$ cat src/design/nar_pkg.sv
// ----------------------------------------------------------------------------
// nar_pkg
// Shared types and codes for the no-adjacent-repeat reorderer.
// ----------------------------------------------------------------------------
package nar_pkg;

  // Field widths of the stream words
  localparam int LETTER_W = 5;
  localparam int DATA_W   = 8;
  localparam int USER_W   = 2;

  // Input word kinds carried on s_tuser
  localparam logic OP_LOAD = 1'b0;
  localparam logic OP_PULL = 1'b1;

  // Result flag positions in m_tuser
  localparam int USER_IMPOSSIBLE = 0;
  localparam int USER_EMPTY      = 1;

  // Broadcast command to the counter cells
  typedef struct packed {
    logic clr;    // zero every count
    logic inc;    // add one at inc_idx
    logic dec_a;  // subtract one at dec_a_idx
    logic dec_b;  // subtract one at dec_b_idx
  } cell_cmd_t;

endpackage

$ cat src/design/no_adjacent_repeat_reorderer.sv
// ----------------------------------------------------------------------------
// no_adjacent_repeat_reorderer
// Letter histogram with greedy pairwise readout so no letter repeats.
// ----------------------------------------------------------------------------
// Load words can follow back to back while the block is idle.
// A pull that starts a new pair sends a top-two record down the chain of
// ALPHABET_SIZE counter cells, one register per cell, and then emits.
// A pull that returns the held second letter, or finds the store empty,
// goes straight to the emit state. A finished word waits in the output register.
// Reset (rst, synchronous) clears counts, total, readout flags and m_tvalid.
module no_adjacent_repeat_reorderer #(
  parameter int MAX_LEN       = 1024,
  parameter int ALPHABET_SIZE = 26
) (
  input  logic                            clk,
  input  logic                            rst,
  input  logic                            s_tvalid,
  output logic                            s_tready,
  input  logic [nar_pkg::DATA_W-1:0]      s_tdata,   // [4:0] letter
  input  logic                            s_tuser,   // opcode
  output logic                            m_tvalid,
  input  logic                            m_tready,
  output logic [nar_pkg::DATA_W-1:0]      m_tdata,   // [4:0] out_letter
  output logic                            m_tlast,   // last
  output logic [nar_pkg::USER_W-1:0]      m_tuser    // [0] impossible, [1] empty_res
);
  import nar_pkg::*;

  localparam int IW = $clog2(ALPHABET_SIZE);
  localparam int CW = $clog2(MAX_LEN + 1);

  localparam logic [1:0] ST_IDLE = 2'd0;
  localparam logic [1:0] ST_SCAN = 2'd1;
  localparam logic [1:0] ST_EMIT = 2'd2;

  logic [1:0]          state, state_next;
  logic [CW-1:0]       total, total_next;
  logic [IW-1:0]       held_letter, held_letter_next;
  logic                held_valid, held_valid_next;
  logic                feas, feas_next;
  logic [LETTER_W-1:0] res_letter, res_letter_next;
  logic                res_last, res_last_next;
  logic                res_imp, res_imp_next;
  logic                res_empty, res_empty_next;
  logic [LETTER_W-1:0] out_letter;

  cell_cmd_t     cmd;
  logic [IW-1:0] inc_idx, dec_a_idx, dec_b_idx;

  logic [LETTER_W-1:0] s_letter;
  logic                s_fire;
  logic                letter_ok;
  logic [CW:0]         total_p1;
  logic [CW-1:0]       half_up;
  logic                scan_start;

  // Record chain: index 0 is the injection point, the last is the result
  logic          ch_vld [0:ALPHABET_SIZE];
  logic [CW-1:0] ch_c1  [0:ALPHABET_SIZE];
  logic [IW-1:0] ch_i1  [0:ALPHABET_SIZE];
  logic [CW-1:0] ch_c2  [0:ALPHABET_SIZE];
  logic [IW-1:0] ch_i2  [0:ALPHABET_SIZE];

  assign s_letter  = s_tdata[LETTER_W-1:0];
  assign s_tready  = (state == ST_IDLE);
  assign s_fire    = s_tvalid && s_tready;
  assign letter_ok = 32'(s_letter) < 32'(ALPHABET_SIZE);
  assign total_p1  = {1'b0, total} + (CW+1)'(1);
  assign half_up   = total_p1[CW:1];

  assign ch_vld[0] = scan_start;
  assign ch_c1[0]  = '0;
  assign ch_i1[0]  = '0;
  assign ch_c2[0]  = '0;
  assign ch_i2[0]  = '0;

  // Counter cells
  for (genvar g = 0; g < ALPHABET_SIZE; g++) begin : g_cell
    nar_cell #(
      .IW  (IW),
      .CW  (CW),
      .IDX (g)
    ) u_cell (
      .clk       (clk),
      .rst       (rst),
      .cmd       (cmd),
      .inc_idx   (inc_idx),
      .dec_a_idx (dec_a_idx),
      .dec_b_idx (dec_b_idx),
      .in_vld    (ch_vld[g]),
      .in_c1     (ch_c1[g]),
      .in_i1     (ch_i1[g]),
      .in_c2     (ch_c2[g]),
      .in_i2     (ch_i2[g]),
      .out_vld   (ch_vld[g+1]),
      .out_c1    (ch_c1[g+1]),
      .out_i1    (ch_i1[g+1]),
      .out_c2    (ch_c2[g+1]),
      .out_i2    (ch_i2[g+1])
    );
  end

  // Control: word decode, pair selection and bookkeeping
  always_comb begin
    state_next       = state;
    total_next       = total;
    held_letter_next = held_letter;
    held_valid_next  = held_valid;
    feas_next        = feas;
    res_letter_next  = res_letter;
    res_last_next    = res_last;
    res_imp_next     = res_imp;
    res_empty_next   = res_empty;
    cmd              = '0;
    inc_idx          = IW'(s_letter);
    dec_a_idx        = ch_i1[ALPHABET_SIZE];
    dec_b_idx        = ch_i2[ALPHABET_SIZE];
    scan_start       = 1'b0;

    unique case (state)
      ST_IDLE: begin
        if (s_fire && s_tuser == OP_LOAD) begin
          if (!feas && letter_ok && total < CW'(MAX_LEN)) begin
            cmd.inc    = 1'b1;
            total_next = total + CW'(1);
          end
        end else if (s_fire) begin
          res_letter_next = '0;
          res_last_next   = 1'b0;
          res_imp_next    = 1'b0;
          res_empty_next  = 1'b0;
          if (total == '0) begin
            res_empty_next = 1'b1;
            state_next     = ST_EMIT;
          end else if (held_valid) begin
            // second letter of the current pair
            res_letter_next  = LETTER_W'(held_letter);
            held_valid_next  = 1'b0;
            held_letter_next = '0;
            total_next       = total - CW'(1);
            if (total == CW'(1)) begin
              res_last_next = 1'b1;
              feas_next     = 1'b0;
            end
            state_next = ST_EMIT;
          end else begin
            scan_start = 1'b1;
            state_next = ST_SCAN;
          end
        end
      end
      ST_SCAN: begin
        if (ch_vld[ALPHABET_SIZE]) begin
          state_next = ST_EMIT;
          if (!feas && ch_c1[ALPHABET_SIZE] > half_up) begin
            // one letter dominates: give up and drop the store
            cmd.clr          = 1'b1;
            total_next       = '0;
            held_letter_next = '0;
            held_valid_next  = 1'b0;
            feas_next        = 1'b0;
            res_imp_next     = 1'b1;
            res_last_next    = 1'b1;
          end else if (ch_c1[ALPHABET_SIZE] == '0) begin
            // counts out of step with the total
            cmd.clr          = 1'b1;
            total_next       = '0;
            held_letter_next = '0;
            held_valid_next  = 1'b0;
            feas_next        = 1'b0;
            res_empty_next   = 1'b1;
          end else begin
            feas_next       = 1'b1;
            cmd.dec_a       = 1'b1;
            res_letter_next = LETTER_W'(ch_i1[ALPHABET_SIZE]);
            total_next      = total - CW'(1);
            if (ch_c2[ALPHABET_SIZE] != '0) begin
              cmd.dec_b        = 1'b1;
              held_letter_next = ch_i2[ALPHABET_SIZE];
              held_valid_next  = 1'b1;
            end else if (total == CW'(1)) begin
              res_last_next = 1'b1;
              feas_next     = 1'b0;
            end
          end
        end
      end
      ST_EMIT: begin
        if (!m_tvalid || m_tready) begin
          state_next = ST_IDLE;
        end
      end
      default: begin
        state_next = ST_IDLE;
      end
    endcase
  end

  // Control registers
  always_ff @(posedge clk) begin
    if (rst) begin
      state       <= ST_IDLE;
      total       <= '0;
      held_letter <= '0;
      held_valid  <= 1'b0;
      feas        <= 1'b0;
    end else begin
      state       <= state_next;
      total       <= total_next;
      held_letter <= held_letter_next;
      held_valid  <= held_valid_next;
      feas        <= feas_next;
    end
  end

  // Pending result word
  always_ff @(posedge clk) begin
    res_letter <= res_letter_next;
    res_last   <= res_last_next;
    res_imp    <= res_imp_next;
    res_empty  <= res_empty_next;
  end

  // Output register
  always_ff @(posedge clk) begin
    if (rst) begin
      m_tvalid <= 1'b0;
    end else if (state == ST_EMIT && (!m_tvalid || m_tready)) begin
      m_tvalid <= 1'b1;
    end else if (m_tready) begin
      m_tvalid <= 1'b0;
    end
  end

  always_ff @(posedge clk) begin
    if (state == ST_EMIT && (!m_tvalid || m_tready)) begin
      out_letter                <= res_letter;
      m_tlast                   <= res_last;
      m_tuser[USER_IMPOSSIBLE]  <= res_imp;
      m_tuser[USER_EMPTY]       <= res_empty;
    end
  end

  assign m_tdata = {(DATA_W-LETTER_W)'(0), out_letter};

  // Checks
  a_held_needs_feas: assert property (@(posedge clk) disable iff (rst)
    held_valid |-> feas)
    else $error("held letter without an active readout");

  a_held_needs_total: assert property (@(posedge clk) disable iff (rst)
    held_valid |-> total != '0)
    else $error("held letter with zero remaining total");

  a_chain_only_in_scan: assert property (@(posedge clk) disable iff (rst)
    ch_vld[ALPHABET_SIZE] |-> state == ST_SCAN)
    else $error("scan record arrived outside a scan");

  a_impossible_is_last: assert property (@(posedge clk) disable iff (rst)
    m_tvalid && m_tuser[USER_IMPOSSIBLE] |-> m_tlast)
    else $error("impossible result without last");

endmodule

$ cat src/design/nar_cell.sv
// ----------------------------------------------------------------------------
// nar_cell
// One letter counter of the chain. Holds its letter's count and merges it
// into the top-two record that passes through, one cell per cycle.
// ----------------------------------------------------------------------------
module nar_cell #(
  parameter int IW  = 5,
  parameter int CW  = 11,
  parameter int IDX = 0
) (
  input  logic               clk,
  input  logic               rst,
  input  nar_pkg::cell_cmd_t cmd,
  input  logic [IW-1:0]      inc_idx,
  input  logic [IW-1:0]      dec_a_idx,
  input  logic [IW-1:0]      dec_b_idx,
  input  logic               in_vld,
  input  logic [CW-1:0]      in_c1,
  input  logic [IW-1:0]      in_i1,
  input  logic [CW-1:0]      in_c2,
  input  logic [IW-1:0]      in_i2,
  output logic               out_vld,
  output logic [CW-1:0]      out_c1,
  output logic [IW-1:0]      out_i1,
  output logic [CW-1:0]      out_c2,
  output logic [IW-1:0]      out_i2
);
  import nar_pkg::*;

  localparam logic [IW-1:0] MY_IDX = IW'(IDX);

  logic [CW-1:0] count;
  logic [CW-1:0] count_next;

  // Count update from the broadcast command
  always_comb begin
    count_next = count;
    if (cmd.clr) begin
      count_next = '0;
    end else if (cmd.inc && inc_idx == MY_IDX) begin
      count_next = count + CW'(1);
    end else if ((cmd.dec_a && dec_a_idx == MY_IDX) ||
                 (cmd.dec_b && dec_b_idx == MY_IDX)) begin
      count_next = count - CW'(1);
    end
  end

  always_ff @(posedge clk) begin
    if (rst) begin
      count <= '0;
    end else begin
      count <= count_next;
    end
  end

  // Top-two merge; strict compares keep the lower letter on ties
  always_ff @(posedge clk) begin
    if (rst) begin
      out_vld <= 1'b0;
    end else begin
      out_vld <= in_vld;
    end
  end

  always_ff @(posedge clk) begin
    if (count > in_c1) begin
      out_c1 <= count;
      out_i1 <= MY_IDX;
      out_c2 <= in_c1;
      out_i2 <= in_i1;
    end else if (count > in_c2) begin
      out_c1 <= in_c1;
      out_i1 <= in_i1;
      out_c2 <= count;
      out_i2 <= MY_IDX;
    end else begin
      out_c1 <= in_c1;
      out_i1 <= in_i1;
      out_c2 <= in_c2;
      out_i2 <= in_i2;
    end
  end

endmodule

$ cat config.mk
export PLATFORM = sky130hd
export DESIGN_NAME = no_adjacent_repeat_reorderer
export DESIGN_NICKNAME = d
export VERILOG_FILES = /design/src/design/nar_pkg.sv /design/src/design/no_adjacent_repeat_reorderer.sv /design/src/design/nar_cell.sv
export SDC_FILE = /design/constraint.sdc
export NUM_CORES = 2
export LEC_CHECK = 0
export BUFFER_PORTS_ARGS = -buffer_cell sky130_fd_sc_hd__buf_4
export CORE_MARGIN = 5
export CORE_UTILIZATION = 67
export CTS_BUF_LIST = sky130_fd_sc_hd__clkbuf_8
export CTS_CLUSTER_SIZE = 30
export DETAILED_ROUTE_END_ITERATION = 10
export PLACE_DENSITY = 0.92
export SLEW_MARGIN = 20
export SYNTH_ARGS = -nofsm -noshare
export SYNTH_HDL_FRONTEND = slang
export SYNTH_SLANG_ARGS = --single-unit
$ cat constraint.sdc
create_clock -name clk -period 5.3 [get_ports clk]
set_input_delay 0.265 -clock clk [delete_from_list [all_inputs] [get_ports clk]]
set_output_delay 0.265 -clock clk [all_outputs]
set_load 0.05 [all_outputs]
### Word level (Yosys, flattened, before mapping)

Cells that the tools add are included.

* flip-flop bits (word level): 1130
* input bits: 13
* output and inout port bits: 13
* logic and storage cells: 832

* add/sub/neg operators: 55
* order comparisons: 54
* equality and inequality tests: 97
* mux-type cells: 266
* bitwise operators: 3
* reductions and logical operators: 173

Operators by type and width (count)
* 2-to-1 mux 11 bit: 135
* greater-than comparator 11 bit: 50
* adder 11 x 1 -> 11 bit, second input constant: 27
* subtractor 11 x 1 -> 11 bit, second input constant: 27
* 2-to-1 mux 5 bit: 34
* == test 5 bit, second input constant: 30
* == test 5 x 4 -> 1 bit, second input constant: 24
* logical AND 1 bit: 84
* 2-to-1 mux 4 bit: 16
* == test 5 x 3 -> 1 bit, second input constant: 12
* nonzero test 2 bit: 28
* 2-to-1 mux 1 bit: 50
* == test 5 x 2 -> 1 bit, second input constant: 6
* OR reduction 2 bit: 15
* 2-to-1 mux 2 bit: 14
* logical OR 1 bit: 27
* 2-to-1 mux 3 bit: 8
* AND reduction 6 bit: 4
* greater-than comparator 11 x 1 -> 1 bit, second input constant: 2
* logical NOT 11 bit: 2
* case mux 11 bit (2 select lines): 1
* AND reduction 7 bit: 3
* case mux 5 bit (2 select lines): 2
* == test 5 x 1 -> 1 bit, second input constant: 3
* other kinds (22): 44

### Logic depth before layout (Yosys ltp)

* word-level depth: 10
* mapped depth: 16
* mapped depth without buffers: 13

### Hierarchy

A second synthesis with hierarchy kept.

* cells, all modules: 7766
* area, all modules: 70350.0 sq um

By module, submodules not included
* nar_cell at g_cell[5].u_cell ...: instances 3, cells an instance 272, area an instance 2666.3 sq um, sequential area each 880.8 sq um
* nar_cell at g_cell[21].u_cell ...: instances 3, cells an instance 288, area an instance 2516.2 sq um, sequential area each 880.8 sq um
* nar_cell at g_cell[17].u_cell ...: instances 2, cells an instance 299, area an instance 2636.3 sq um, sequential area each 880.8 sq um
* nar_cell at g_cell[15].u_cell ...: instances 2, cells an instance 285, area an instance 2547.4 sq um, sequential area each 880.8 sq um
* nar_cell at g_cell[12].u_cell: instances 1, cells an instance 302, area an instance 2727.6 sq um, sequential area each 880.8 sq um
* nar_cell at g_cell[10].u_cell: instances 1, cells an instance 302, area an instance 2718.9 sq um, sequential area each 880.8 sq um
* nar_cell at g_cell[1].u_cell: instances 1, cells an instance 307, area an instance 2692.6 sq um, sequential area each 880.8 sq um
* nar_cell at g_cell[0].u_cell: instances 1, cells an instance 308, area an instance 2688.8 sq um, sequential area each 880.8 sq um
* nar_cell at g_cell[13].u_cell: instances 1, cells an instance 291, area an instance 2683.8 sq um, sequential area each 880.8 sq um
* nar_cell at g_cell[19].u_cell: instances 1, cells an instance 298, area an instance 2672.6 sq um, sequential area each 880.8 sq um
* nar_cell at g_cell[8].u_cell: instances 1, cells an instance 268, area an instance 2667.6 sq um, sequential area each 880.8 sq um
* nar_cell at g_cell[20].u_cell: instances 1, cells an instance 300, area an instance 2665.1 sq um, sequential area each 880.8 sq um
* nar_cell at g_cell[11].u_cell: instances 1, cells an instance 289, area an instance 2653.8 sq um, sequential area each 880.8 sq um
* nar_cell at g_cell[14].u_cell: instances 1, cells an instance 303, area an instance 2636.3 sq um, sequential area each 880.8 sq um
* +7 rows

### Worst setup path after synthesis

Ideal clock, no wire load.

* path kind: register -> register
* start: register total[0]
* end: register g_cell[18].u_cell.count[0]
* library setup time: 132 ps
* arrival time: 3667 ps
* required time: 5168 ps
* setup slack: 1501 ps
* stages on the path, launching flop included: 16
* path buffers: 2
* clock period less this slack: 3799 ps
* cells stage by stage: dfxtp_1 > ha_1 > nand3_1 > nor3_1 > nand3_1 > xor2_1 > ha_1 > nand4_1 > a211oi_1 > a2111oi_4 > o21ai_2 > buf_2 > or4_1 > buf_2 > a21oi_1 > nor3_1

* cells in the longest elaborated chain, start to end: 9
* elaborated cells on any way between the ends: 21
* classes of those cells: add/sub: 1; order compare: 2; mux: 10; reduce/logical: 8

Ends and longest elaborated chain
* from (decl): line no_adjacent_repeat_reorderer.sv:37 `logic [CW-1:0] total, total_next;`
* from (signal assigned): line no_adjacent_repeat_reorderer.sv:209 `total <= total_next;`
* adder 11 x 1 -> 12 bit: line no_adjacent_repeat_reorderer.sv:68 `assign total_p1 = {1'b0, total} + (CW+1)'(1);`
* greater-than comparator 11 bit: line no_adjacent_repeat_reorderer.sv:155 `if (!feas && ch_c1[ALPHABET_SIZE] > half_up) begin`
* logical AND 1 bit: line no_adjacent_repeat_reorderer.sv:155
* 2-to-1 mux 2 bit: line no_adjacent_repeat_reorderer.sv:155
* 2-to-1 mux 2 bit: line no_adjacent_repeat_reorderer.sv:153 `if (ch_vld[ALPHABET_SIZE]) begin`
* 2-to-1 mux 2 bit: line no_adjacent_repeat_reorderer.sv:120 `unique case (state)`
* logical AND 1 bit, on equally long branches: line nar_cell.sv:42, nar_cell.sv:43
* logical OR 1 bit: line nar_cell.sv:42 `end else if ((cmd.dec_a && dec_a_idx == MY_IDX) ||`
* nonzero test 2 bit (no source line)
* to (signal assigned): line nar_cell.sv:52 `count <= count_next;`
* to (decl): line nar_cell.sv:32 `logic [CW-1:0] count;`

Several ways; a longest one is shown, not always the timed one.
A chain may end at the register's enable or synchronous reset.

### Final worst setup path

* start: register state[0]
* end: register g_cell[3].u_cell.count[9]

* cells in the longest elaborated chain, start to end: 7
* elaborated cells on any way between the ends: 15
* classes of those cells: eq/ne: 1; mux: 5; reduce/logical: 9

Ends and longest elaborated chain
* from (decl): line no_adjacent_repeat_reorderer.sv:36 `logic [1:0] state, state_next;`
* from (signal assigned): line no_adjacent_repeat_reorderer.sv:208 `state <= state_next;`
* logical NOT 2 bit: line no_adjacent_repeat_reorderer.sv:65, no_adjacent_repeat_reorderer.sv:120
* logical AND 1 bit: line no_adjacent_repeat_reorderer.sv:66 `assign s_fire = s_tvalid && s_tready;`
* logical AND 1 bit: line no_adjacent_repeat_reorderer.sv:122 `if (s_fire && s_tuser == OP_LOAD) begin`
* 2-to-1 mux 1 bit: line no_adjacent_repeat_reorderer.sv:122
* 2-to-1 mux 1 bit: line no_adjacent_repeat_reorderer.sv:120
* logical AND 1 bit: line nar_cell.sv:40 `end else if (cmd.inc && inc_idx == MY_IDX) begin`
* 2-to-1 mux 11 bit or nonzero test 2 bit (tied branches)
* to (signal assigned): line nar_cell.sv:52
* to (decl): line nar_cell.sv:32

Several ways; a longest one is shown, not always the timed one.

==> metrics.cfg <==
[setup_path]
crit_required_ns=6.13
crit_path_frequent_cell=buf_4
critPathMaxStageDelay_ns=0.96
crit_chain=or4b_1 -> nor4_2 -> buf_4 -> nand2_1 -> buf_4 -> ha_1 -> a21o_1 -> a211oi_1 -> nor2_1 -> o41ai_1 -> nor4b_1 -> o31ai_1 -> a21oi_1
slowest_stage=or4b_1
path_max_fanout=17
cp-end-kind=flop
cp_num_buf_inv=2
crit_arrival_ns=5.67
critPathLaunchType=flop
worst_path_dominant_cell_family=simple AND/OR/NAND/NOR gates
crit_type=flop to flop

[clock_tree]
post_cts_resized=0
clk_pin_slew_ns=0.07
cts_setup_buffers=0
ctsHoldBuffers=7
cts_buffers=178
cts-htree-levels=4
cts_tree=built
root_buffer=clkbuf_8
clockBufferDepth=3
worstSkewPairLatency_ns=0.91
clock_sinks=1108

[floorplan]
num_rows=113
die_h_um=319
io_pins=26
initial_utilization_pct=67.5
die_width_um=319
die_area_mm2=0.102
core_area_mm2=0.0949

[worst_hold_path]
hp-class=input port to flop

[yosys]
synth_edf_count=16
synthFlopType=dfxtp_1
ys_seq_area_share_pct=34.9
yosysTopAreaCell=dfxtp_1
syn_area_mm2=0.0640
yosys_register_bits=1108
synth.distinct_cells=78
netlist_instances=7068
syn_area_per_cell_um2=9.06
yosysWarnings=0
ys_top_cells_by_area=dfxtp_1 (34%), ha_1 (15%), mux2i_1 (8.4%), mux2_2 (4.0%), inv_1 (3.7%)
synth_top_area_share_pct=34.1
postSynth.asyncResetShare_pct=0

[sta]
tns_ns=0
drv_slew=0
period_needed_ns=4.85
setup_viol=0
fin_crit_sh_pct=91.4
rsz0062_at_grt=false
worst_pin_slew_ns=1.17
max_freq_mhz=206
maxSlewHeadroom_pct=21.7
finalClockSkew_ns=0.0422
hold_viol=0

[final_layout]
design_area_mm2=0.0698
final_cell_mix=dfxtp_1 (1092), ha_1 (787), inv_1 (680)
drive_gt1_share_pct=10.5
layout_commonest_cell=dfxtp_1
layout.nets=7933
fillers=5842
area_delta_synth_final_pct=9.03

[power_and_ir_drop]
leakage_uw=0.0297
ir_worst_vdd_mv=0.329
powerDensity_mw_per_mm2=456

[place]
gp_congestion=0.953
place_area_mm2=0.0656
io_buffers=19
hpwl_um=120000

[run]
cap_violations=0

[global_route]
grt_antenna_before_repair=1
grt_pass1_vias=54800
grt.total_usage_pct=32.4
grt_pass1_wl_um=276000
grt_max_degree=59
gr-total-overflow=0

[detailed_routing]
via_per_inst=6.40
wl_per_cell_um=20.4
dr.pass1.iters=8
drt_iter0_drc=5807
dr_total_vias=54600
drc=0
wirelength_um=174000
ant_nets=0

[outcome]
status=finished clean

-- worst paths after layout --
path | from | end | slack, ns | depth (start not counted)
max | state[0]$_SDFFE_PP0P_ | g_cell[3].u_cell.count[9]$_SDFFE_PP0P_ | 0.45 | 13
min | s_tdata[2] | g_cell[14].u_cell.count[10]$_SDFFE_PP0P_ | 0.20 | 5
max reg2reg | state[0]$_SDFFE_PP0P_ | g_cell[3].u_cell.count[9]$_SDFFE_PP0P_ | 0.45 | 13
min reg2reg | g_cell[0].u_cell.count[10]$_SDFFE_PP0P_ | g_cell[0].u_cell.out_c1[10]$_SDFF_PP0_ | 0.37 | 0
-- worst reg2reg max path, delay by kind of cell (launching register included) --
kind | cells | cell delay [ns]
DFF | 1 | 0.41
adders and majority gates | 1 | 0.32
buffers and inverters | 2 | 0.46
AOI/OAI and AO/OA | 5 | 1.57
and+or+nand+nor | 5 | 2.01
-- where the power goes --
| group | internal, uW | leakage [uW] | total, uW | switching (uW) |
|---|---|---|---|---|
| clock network | 4220 | 0.00216 | 7860 | 3640 |
| registers | 9900 | 0.00903 | 10900 | 958 |
| logic | 5480 | 0.0185 | 13100 | 7670 |
-- per-stage QoR --
step / std cells / utilization, % / setup slack, ns / hold WS (ns) / power (uW)
after floorplan: 7070 / - / 1.50 / 0.391 / 20400
after CTS: 8507 / 73.3 / 0.482 / 0.147 / 31400
after global placement: 8176 / 69.2 / 0.662 / 0.353 / 22600
after detailed placement: 8176 / 69.2 / 0.522 / 0.362 / 23400
after global routing: 8517 / 73.6 / 0.233 / 0.218 / 33300
final: 8520 / 73.6 / 0.454 / 0.205 / 31900
-- logic make-up (layout without fill, tap and decap cells) --
kind of cell,after synthesis,in the layout,synth area share (%)
simple gates,1800,1800,13.5
compound gates,1448,1448,14.4
flops,1108,1108,34.9
xor+xnor,249,249,3.41
mux,760,760,12.3
buf+inv,889,1070,5.35
fa+ha+maj,813,813,16.2
other cells,1,7,0.00586
-- cells in the mapped netlist, types with 36 or more instances --
library cell,number
dfxtp_1,1092
ha_1,787
inv_1,633
mux2i_1,535
nand2_1,500
nor2_1,452
a21oi_1,399
o21ai_0,392
mux2_2,225
xnor2_1,213
nand3_1,199
clkbuf_1,189
nor3_1,157
nor2b_1,108
nand4_1,105
o21a_1,97
a21o_1,93
o211ai_1,91
nand2b_1,69
a211oi_1,55
or2_2,51
a31o_2,46
xor2_1,36
-- cell type report --
type | count | area [um^2] | share of cell area (%)
Antenna cell | 4 | 10.0 | 0.0143
Clock buffer | 222 | 3060 | 4.38
Clock inverter | 102 | 773 | 1.11
Inverter | 634 | 2380 | 3.41
Multi-Input combinational cell | 5073 | 38600 | 55.2
Sequential cell | 1108 | 22300 | 32.0
Tap cell | 1265 | 1580 | 2.27
Timing Repair Buffer | 112 | 1100 | 1.58
-- registers in the layout (all words and copies together), names as in the netlist --
name,cells
feas,1
held_letter,5
res_letter,5
held_valid,1
g_cell.u_cell.out_c1,286
out_letter,5
res_empty,1
total,11
state,2
g_cell.u_cell.count,286
m_tlast,1
m_tuser,2
m_tvalid,1
g_cell.u_cell.out_c2,275
g_cell.u_cell.out_i1,99
res_last,1
g_cell.u_cell.out_i2,99
res_imp,1
g_cell.u_cell.out_vld,26
-- layer usage --
metal / part of all wire (%) / vias to the layer above / track usage [%]
li1: - / 25200 / -
met1: 39 / 25800 / 38.6
met2: 47 / 2746 / 54.3
met3: 8.1 / 859 / 6.65
met4: 6.4 / 0 / 19.4
met5: 0 / - / 0
Note: power is estimated with default switching activity, not from simulation.
